===== config.mk =====
export PLATFORM = sky130hd
export DESIGN_NAME = srse_controller
export DESIGN_NICKNAME = d
export VERILOG_FILES = /design/src/rtl/srse_pkg.sv /design/src/rtl/srse_controller.sv
export SDC_FILE = /design/constraint.sdc
export NUM_CORES = 1
export LEC_CHECK = 0
export BUFFER_PORTS_ARGS = -buffer_cell sky130_fd_sc_hd__buf_2
export CAP_MARGIN = 20
export CORE_MARGIN = 2
export CORE_UTILIZATION = 42
export DETAILED_ROUTE_END_ITERATION = 16
export GPL_TIMING_DRIVEN = 0
export PLACE_DENSITY = 0.73
export SYNTH_ARGS = -nofsm -noshare
export SYNTH_HDL_FRONTEND = slang
export SYNTH_SLANG_ARGS = --single-unit

===== constraint.sdc =====
create_clock -name clk -period 1.05 [get_ports clk]
set_input_delay 0 -clock clk [delete_from_list [all_inputs] [get_ports clk]]
set_output_delay 0 -clock clk [all_outputs]
set_load 0.02 [all_outputs]

===== src/rtl/srse_pkg.sv =====
// Shared types, opcodes, status codes and controller commands for the edge store.
`timescale 1ns / 1ps
package srse_pkg;

    localparam int DEF_MAX_NODES = 1024;
    localparam int DEF_MAX_EDGES = 4096;

    localparam logic [1:0] OP_LOOKUP = 2'd0;
    localparam logic [1:0] OP_INSERT = 2'd1;
    localparam logic [1:0] OP_APPEND = 2'd2;
    localparam logic [1:0] OP_COUNT  = 2'd3;

    localparam logic [2:0] ST_OK      = 3'd0;
    localparam logic [2:0] ST_MISS    = 3'd1;
    localparam logic [2:0] ST_NEW     = 3'd2;
    localparam logic [2:0] ST_BADNODE = 3'd3;
    localparam logic [2:0] ST_FULL    = 3'd4;

    localparam logic [4:0] C_NONE      = 5'd0;
    localparam logic [4:0] C_LOAD      = 5'd1;
    localparam logic [4:0] C_APPEND    = 5'd2;
    localparam logic [4:0] C_RES_PLAIN = 5'd3;
    localparam logic [4:0] C_RES_CNT   = 5'd4;
    localparam logic [4:0] C_RES_HIT   = 5'd5;
    localparam logic [4:0] C_RES_NEW   = 5'd6;
    localparam logic [4:0] C_RD_START  = 5'd7;
    localparam logic [4:0] C_GOT_START = 5'd8;
    localparam logic [4:0] C_GOT_END   = 5'd9;
    localparam logic [4:0] C_PROBE     = 5'd10;
    localparam logic [4:0] C_STEP      = 5'd11;
    localparam logic [4:0] C_FINAL     = 5'd12;
    localparam logic [4:0] C_HIT       = 5'd13;
    localparam logic [4:0] C_SH_INIT   = 5'd14;
    localparam logic [4:0] C_SH_RD     = 5'd15;
    localparam logic [4:0] C_SH_WR     = 5'd16;
    localparam logic [4:0] C_SH_PUT    = 5'd17;
    localparam logic [4:0] C_RS_RD     = 5'd18;
    localparam logic [4:0] C_RS_WR     = 5'd19;
    localparam logic [4:0] C_OUT       = 5'd20;

    typedef struct packed {
        logic [1:0]  opcode;
        logic [9:0]  source_node;
        logic [9:0]  target_node;
        logic [31:0] edge_weight;
    } srse_in_t;

    typedef struct packed {
        logic [2:0]  status;
        logic [31:0] result_weight;
        logic [11:0] edge_position;
        logic [12:0] neighbor_count;
    } srse_out_t;

    typedef struct packed {
        logic [4:0] code;
        logic [2:0] status;
    } srse_cmd_t;

    typedef struct packed {
        logic [1:0] opcode;
        logic       bad_node;
        logic       last_row;
        logic       nodes_full;
        logic       edges_full;
        logic       search_more;
        logic       hit;
        logic       shift_more;
        logic       rows_more;
        logic       out_free;
    } srse_sts_t;

endpackage


===== src/rtl/srse_controller.sv =====
// Controller: sequences search, shift and row-start update one memory access at a time.
`timescale 1ns / 1ps
module srse_controller
    import srse_pkg::*;
(
    input  logic      clk,
    input  logic      rst_n,
    input  logic      req_valid,
    output logic      req_ready,
    input  srse_sts_t sts,
    output srse_cmd_t cmd
);

    localparam logic [3:0] S_IDLE   = 4'd0;
    localparam logic [3:0] S_DISP   = 4'd1;
    localparam logic [3:0] S_START  = 4'd2;
    localparam logic [3:0] S_END    = 4'd3;
    localparam logic [3:0] S_SEARCH = 4'd4;
    localparam logic [3:0] S_STEP   = 4'd5;
    localparam logic [3:0] S_HITCHK = 4'd6;
    localparam logic [3:0] S_DECIDE = 4'd7;
    localparam logic [3:0] S_SHRD   = 4'd8;
    localparam logic [3:0] S_SHWR   = 4'd9;
    localparam logic [3:0] S_RSRD   = 4'd10;
    localparam logic [3:0] S_RSWR   = 4'd11;
    localparam logic [3:0] S_OUT    = 4'd12;

    logic [3:0] state_reg;
    logic [3:0] state_next;

    assign req_ready = (state_reg == S_IDLE);

    always_comb
    begin
        state_next = state_reg;
        cmd        = '{C_NONE, ST_OK};
        case (state_reg)
            S_IDLE:
            begin
                if (req_valid)
                begin
                    cmd        = '{C_LOAD, ST_OK};
                    state_next = S_DISP;
                end
            end
            S_DISP:
            begin
                state_next = S_OUT;
                if (sts.opcode == OP_APPEND)
                begin
                    cmd = sts.nodes_full ? '{C_RES_PLAIN, ST_FULL} : '{C_APPEND, ST_OK};
                end
                else if (sts.bad_node)
                begin
                    cmd = '{C_RES_PLAIN, ST_BADNODE};
                end
                else
                begin
                    cmd        = '{C_RD_START, ST_OK};
                    state_next = S_START;
                end
            end
            S_START:
            begin
                cmd        = '{C_GOT_START, ST_OK};
                state_next = sts.last_row ? S_SEARCH : S_END;
            end
            S_END:
            begin
                cmd        = '{C_GOT_END, ST_OK};
                state_next = S_SEARCH;
            end
            S_SEARCH:
            begin
                if (sts.opcode == OP_COUNT)
                begin
                    cmd        = '{C_RES_CNT, ST_OK};
                    state_next = S_OUT;
                end
                else if (sts.search_more)
                begin
                    cmd        = '{C_PROBE, ST_OK};
                    state_next = S_STEP;
                end
                else
                begin
                    cmd        = '{C_FINAL, ST_OK};
                    state_next = S_HITCHK;
                end
            end
            S_STEP:
            begin
                cmd        = '{C_STEP, ST_OK};
                state_next = S_SEARCH;
            end
            S_HITCHK:
            begin
                cmd        = '{C_HIT, ST_OK};
                state_next = S_DECIDE;
            end
            S_DECIDE:
            begin
                state_next = S_OUT;
                if (sts.hit)
                begin
                    cmd = '{C_RES_HIT, ST_OK};
                end
                else if (sts.opcode == OP_LOOKUP)
                begin
                    cmd = '{C_RES_CNT, ST_MISS};
                end
                else if (sts.edges_full)
                begin
                    cmd = '{C_RES_CNT, ST_FULL};
                end
                else
                begin
                    cmd        = '{C_SH_INIT, ST_OK};
                    state_next = S_SHRD;
                end
            end
            S_SHRD:
            begin
                if (sts.shift_more)
                begin
                    cmd        = '{C_SH_RD, ST_OK};
                    state_next = S_SHWR;
                end
                else
                begin
                    cmd        = '{C_SH_PUT, ST_OK};
                    state_next = S_RSRD;
                end
            end
            S_SHWR:
            begin
                cmd        = '{C_SH_WR, ST_OK};
                state_next = S_SHRD;
            end
            S_RSRD:
            begin
                if (sts.rows_more)
                begin
                    cmd        = '{C_RS_RD, ST_OK};
                    state_next = S_RSWR;
                end
                else
                begin
                    cmd        = '{C_RES_NEW, ST_NEW};
                    state_next = S_OUT;
                end
            end
            S_RSWR:
            begin
                cmd        = '{C_RS_WR, ST_OK};
                state_next = S_RSRD;
            end
            S_OUT:
            begin
                if (sts.out_free)
                begin
                    cmd        = '{C_OUT, ST_OK};
                    state_next = S_IDLE;
                end
            end
            default: state_next = S_IDLE;
        endcase
    end

    always_ff @(posedge clk or negedge rst_n)
    begin
        if (!rst_n)
        begin
            state_reg <= S_IDLE;
        end
        else
        begin
            state_reg <= state_next;
        end
    end

endmodule


=== After elaboration in Yosys (flattened, before gate mapping) ===
Cells that the tools add are included.

* Flip-flop bits (word level): 4
* Logic and storage cells: 47

* Equal/unequal tests: 16
* Mux-type cells: 26
* Reduce and logical (&&, ||, !) cells: 4

{| class="wikitable"
|+ Operators by type and width
! cell !! count
|-
| case mux 8 bit (13 select lines) || 1
|-
| case mux 4 bit (12 select lines) || 1
|-
| two-way mux 4 bit || 7
|-
| two-way mux 7 bit || 4
|-
| two-way mux 8 bit || 3
|-
| equality test 4 bit, second input constant || 5
|-
| two-way mux 6 bit || 3
|-
| equality test 4 x 3 -> 1 bit, second input constant || 4
|-
| two-way mux 3 bit || 5
|-
| equality test 4 x 2 -> 1 bit, second input constant || 2
|-
| equality test 2 bit, second input constant || 2
|-
| equality test 4 x 1 -> 1 bit, second input constant || 1
|-
| zero test 4 bit || 1
|-
| two-way mux 2 bit || 2
|-
| != test 2 bit, second input constant || 2
|-
| zero test 2 bit || 1
|-
| AND reduction 2 bit || 1
|-
| OR reduction 2 bit || 1
|}

=== Logic depth before layout (Yosys ltp) ===
Gate-level depths: netlist of the first run.

* Depth after elaboration: 4
* Gate-level depth with buffers: 6

=== Least setup slack after synthesis of the first run ===
Ideal clock, no wire load.

* Path type: register to register
* From: register state_reg[0]
* To: register state_reg[0]
* Setup time: 0.119 ns
* Arrival: 1.290 ns
* Required time: 0.931 ns
* Path slack: -0.358 ns
* Stages on the path, launching flop included: 6
* Period minus slack after synthesis: 1.408 ns
* Cell sequence: dfrtp_1 -> buf_2 -> or2_1 -> nor3_2 -> a21oi_1 -> o21a_1

* Cells in the longest elaborated chain, start to end: 3
* Elaborated cells between the ends (all ways): 18

{| class="wikitable"
|+ RTL lines
! what !! line !! source
|-
| start, declared || srse_controller.sv:28 || <nowiki>logic [3:0] state_reg;</nowiki>
|-
| start signal, assigned || srse_controller.sv:178 || <nowiki>state_reg <= state_next;</nowiki>
|-
| zero test 4 bit (*) || - ||
|-
| via req_ready || srse_controller.sv:9 || <nowiki>output logic req_ready,</nowiki>
|-
| != test 2 bit (no line) || - ||
|-
| AND reduction 2 bit (no line) || - ||
|}

Mark *: on every way through the listed nets, which the timed path passes. The rest lies on a longest branch.
A chain may end at the register's enable or synchronous reset.

==> impl_metrics.ini, run 1 <==
[global_route]
gr-usage-all-layers_pct = 23.1
grt_max_degree = 11
antenna_found_initial = 0
overflow = 0
grt_pass1_vias = 727
grt_pass1_wl_mm = 3.12

[drt]
wl_per_cell_um = 15.8
drc = 0
firstDrtPassIters = 4
wl_mm = 2.18
viasPerCell = 6.28
ant_nets = 0
first_iter_violations = 33
via_count = 866

[sta]
fin_ws_ns = -0.610
period_share_pct = 158
slew_viol_final = 0
rsz0062_at_grt = true
hold_viol_final = 0
skew_ns = 0.0180
layout_min_cycle_time_ns = 1.66
fmax_ghz = 0.602
tightestPinTransition_ns = 0.508
hold_ws_ns = 0.0756
slew_headroom_pct = 66.0
final-setup-viol-count = 13

[status]
violations = negative setup slack
status = complete, but fails checks

[setup_path]
required_ns = 1.05
crit_type = flip-flop to output port
critPathMaxFanout = 7
arrival_ns = 1.66
worst_setup_path_end_kind = output port
start_kind = flip-flop

[place]
postPlaceCellArea_um2 = 811
gp_congestion = 0.834
dp_slack_ns = -0.399
io_buffer_count = 22
hpwl_mm = 1.32

[cts]
cts.path.max_buffers = 2
cts.sinks = 4
ctsHtreeMaxLevel = 1
numCtsBuffers = 3
clkLatencyLatePin_ns = 0.25
clockRootBuffer = clkbuf_4
cts.clk_slew.worst_paths_ns = 0.05
cts_tree = yes

[synthesis]
avgSynthCellArea_um2 = 6.72
synth_seq_cells = 4
syn_area_um2 = 598
yosys.cell_types.count = 29
synthCells = 89
syn-num-nets = 103
ys.warnings.count = 0
ys_seq_area_share_pct = 16.7

[die]
ioPinCount = 23
num_rows = 13
die_w_um = 41.7
fp.dieH_um = 41.7
start_util_pct = 45.4
core_mm2 = 0.00132
die_area_mm2 = 0.00174

[run]
maxCapViolCount = 0

[layout]
antenna_cells = 0
final_util_pct = 77.3
area_growth_pct = 70.3
drive_above_1_share_pct = 52.8
nNetsFinal = 139
finalInstanceArea_mm2 = 0.00102
largest_register_ff_count = 4

[power]
leakage_nw = 0.446
vdd_drop_max_mv = 1.72
power.density_mw_per_mm2 = 3030

[min_path]
hold_class = primary input to async pin
==> layer usage <==
| layer | part of all wire (%) | global-route usage [%] | up-vias |
|---|---|---|---|
| met5 | 0 | 0 | - |
| met4 | 1.6 | 7.74 | 0 |
| met3 | 6.7 | 6.09 | 7 |
| met2 | 49 | 40.3 | 40 |
| met1 | 42 | 27.1 | 422 |
| li1 | - | - | 397 |
==> cell usage after synthesis <==
cell type  number  area share, %
inv_1           3            1.9
nand3_1         3            2.5
nand4b_1        1            1.5
nor3b_1         1            1.3
buf_4           3            3.8
nor2_1          8            5.0
nor3_2          1            1.7
nor4b_2         1            2.5
nor3_1          1           0.84
a221oi_2        1            2.5
o21ai_1         5            4.2
o311ai_1        1            1.5
nand2b_1        3            3.1
buf_2           4            3.3
dfrtp_1         4             17
a221oi_1        1            1.5
a31oi_1         3            3.1
nand3b_1        2            2.5
nor2b_1         5            5.2
mux2_2          1            1.9
or2_1           1            1.0
a32oi_1         1            1.5
a211o_1         3            4.4
a21oi_1         6            5.0
o211ai_1        3            3.8
o21a_1          2            2.5
o21ai_0         8            6.7
nor4_1          1            1.0
nand2_1        12            7.5
==> layout make-up <==
class                           count  area (um2)
Inverter                            3        11.3
Buffer                              7        68.8
Timing Repair Buffer               31         229
Fill cell                         101         299
Tap cell                           15        18.8
Multi-Input combinational cell     75         567
Clock buffer                        3        22.5
Sequential cell                     4         101
==> worst paths after layout <==
path                                     end  cells after the start  slack (ns)    startpoint
worst max register to register  state_reg[2]                      7       -0.37  state_reg[2]
worst min register to register  state_reg[2]                      3        0.71  state_reg[1]
max in group asynchronous       state_reg[0]                      2        0.83         rst_n
min in group clk                state_reg[0]                      4        0.11     req_valid
worst min-delay path            state_reg[2]                      2        0.08         rst_n
worst max-delay path                  cmd[4]                      6       -0.61  state_reg[2]
==> cells by family after synthesis <==
| logic type | share of synthesized area (%) |
|---|---|
| flip-flops | 16.7 |
| AO/OA/AOI/OAI | 36.6 |
| multiplexers | 1.88 |
| buffers and inverters | 9.00 |
| AND/OR/NAND/NOR | 35.8 |
==> metrics by stage <==
stage	setup TNS (ns)	std cells	total power, mW
final	-5.85	138	3.08
after global routing	-6.49	138	3.25
after CTS	-4.84	134	2.77
after detailed placement	-3.19	126	2.25
after global placement	-2.88	126	2.23
after floorplan	-1.31	89	1.82
==> report_power, final <==
group / leakage (nW) / switching [mW] / internal [mW] / total [mW]
Combinational: 0.384 / 1.33 / 1.22 / 2.55
Clock: 0.0138 / 0.0822 / 0.129 / 0.211
Sequential: 0.0488 / 0.0904 / 0.230 / 0.321
==> what timing repair did <==
| action | 4_1_cts | 5_1_grt |
|---|---|---|
| pin swaps | 4 | 5 |
| setup buffers | 4 | 5 |
| hold buffers | 1 | 0 |
| resized for setup | 21 | 12 |
| endpoints found under the hold margin | 4 | 0 |
| setup endpoints to repair | 13 | 13 |
==> critical path, cell delays in order (launching register included) <==
cell      delay [ns]
dfrtp_1         0.42
buf_6           0.16
nand4b_1        0.17
nor4_2          0.24
a31oi_2         0.10
o311ai_2        0.11
buf_4           0.20
==> layout by cell type (no fill, tap or decap), types with 3 or more instances in the layout <==
cell type	Yosys	final
o21ai_0	8	3
a211o_1	3	3
a21oi_2	0	3
nor2_1	8	6
nor2b_1	5	5
dfrtp_1	4	3
nand2_1	12	8
inv_1	3	3
buf_4	3	11
clkbuf_4	0	3
a21oi_1	6	3
o21ai_1	5	6
buf_6	0	12
nand2_2	0	4
o21ai_4	0	3
o211ai_1	3	3
buf_2	4	14
nand2b_1	3	3
(Power assumes the default switching activity.)
==> inputs of run 2 (changes only) <==
- SKIP_CTS_REPAIR_TIMING: default -> 1
==> impl_metrics.ini, run 2 (synthesis results as in run 1) <==
[die]
die_w_um = 41.7
core_mm2 = 0.00132
start_util_pct = 45.4
num_rows = 13
ioPinCount = 23
fp.dieH_um = 41.7
die_area_mm2 = 0.00174

[layout]
layout_commonest_cell = buf_2
drive_above_1_share_pct = 53.3
final_util_pct = 76.8
n_fill_cell = 103
largest_register_ff_count = 4
antenna_cells = 0
nNetsFinal = 138
layout.cells.most_common_list = buf_2, buf_4, buf_6
area_growth_pct = 69.2

[sta]
slew_viol_final = 0
rsz0062_at_grt = true
skew_ns = 0.00342
period_share_pct = 162
hold_viol_final = 0
slew_headroom_pct = 62.7
tightestPinTransition_ns = 0.558
final-setup-viol-count = 13
hold_ws_ns = 0.0912
setup_tns_ns = -5.63
fmax_ghz = 0.589
fin_ws_ns = -0.647
layout_min_cycle_time_ns = 1.70

[cts]
numCtsBuffers = 3
cts.clk_slew.worst_paths_ns = 0.04
clkLatencyLatePin_ns = 0.24
cts.sinks = 4
clockRootBuffer = clkbuf_4
ctsHtreeMaxLevel = 1
cts.path.max_buffers = 2
cts_tree = yes

[drt]
wl_mm = 1.97
firstDrtPassIters = 4
wl_per_cell_um = 14.4
ant_nets = 0
first_iter_violations = 28
viasPerCell = 5.91
drc = 0
via_count = 810

[power]
leakage_nw = 0.446
vdd_drop_max_mv = 1.72
power.density_mw_per_mm2 = 2980
finalPower_mw = 3.02

[status]
violations = negative setup slack
status = complete, but fails checks

[setup_path]
crit_start = state_reg[1]
critPathMaxFanout = 6
r2r-start = state_reg[1]
start_kind = flip-flop
arrival_ns = 1.70
required_ns = 1.05
worst_setup_path_end_kind = output port
crit_type = flip-flop to output port

[global_route]
gr-usage-all-layers_pct = 21.6
grt_pass1_vias = 672
antenna_found_initial = 0
grt_max_degree = 11
grt_pass1_wl_mm = 2.91
overflow = 0

[place]
gp_congestion = 0.834
hpwl_mm = 1.32
io_buffer_count = 22

[min_path]
hold_class = primary input to async pin

[run]
maxCapViolCount = 0
run 2: changes by cell type in the layout (fill, tap and decap cells not counted), moves of 2 or more:
cell / before / now
a21oi_1: 3 / 5
buf_6: 12 / 10
o21ai_2: 1 / 3
a21oi_2: 3 / 1
nor2_1: 6 / 4
run 2: worst max-delay path, stage by stage (launching register included):
cell and delay, ns:
dfrtp_1 0.39, buf_6 0.14, nand4b_1 0.15, nor4_2 0.37, a31oi_2 0.10, o311ai_2 0.11
buf_4 0.19
run 2: final cells by class:
cell class                 count  area, um2  share of cell area (%)
sequential                     4        101                    10.0
multi-input combinational     75        568                    56.1
inverter                       3       11.3                    1.11
timing repair buffer          30        211                    20.9
tap                           15       18.8                    1.85
buffer                         7       78.8                    7.79
clock buffer                   3       22.5                    2.22
run 2: final timing paths:
path | end | slack, ns | cells past startpoint
max in group asynchronous | state_reg[3] | 0.83 | 2
min in group clk | state_reg[0] | 0.13 | 4
worst min-delay path | state_reg[2] | 0.09 | 2
worst max-delay path | cmd[4] | -0.65 | 6
worst max register to register | state_reg[3] | -0.29 | 6
worst min register to register | state_reg[2] | 0.74 | 3
run 2: through the flow:
step                instance area [um2]  std cells  setup slack, ns
detailed placement                  811        126           -0.399
CTS                                 833        129           -0.644
global placement                    811        126           -0.339
global route                       1010        137           -0.681
finish                             1010        137           -0.647
floorplan                           682         89           -0.247
run 2: power breakdown:
| part | switching, mW | leakage [nW] | total, mW | internal (mW) |
|---|---|---|---|---|
| Combinational | 1.33 | 0.383 | 2.54 | 1.22 |
| Clock | 0.0614 | 0.0138 | 0.189 | 0.128 |
| Sequential | 0.0568 | 0.0488 | 0.288 | 0.231 |
| Total | 1.45 | 0.446 | 3.02 | 1.57 |
run 2: routing by layer:
metal / track usage [%] / vias to the layer above / wire [um]
met2: 36.9 / 36 / 974
met5: 0 / - / 0
li1: - / 397 / -
met4: 7.74 / 0 / 23
met3: 6.09 / 4 / 122
met1: 25.5 / 373 / 849
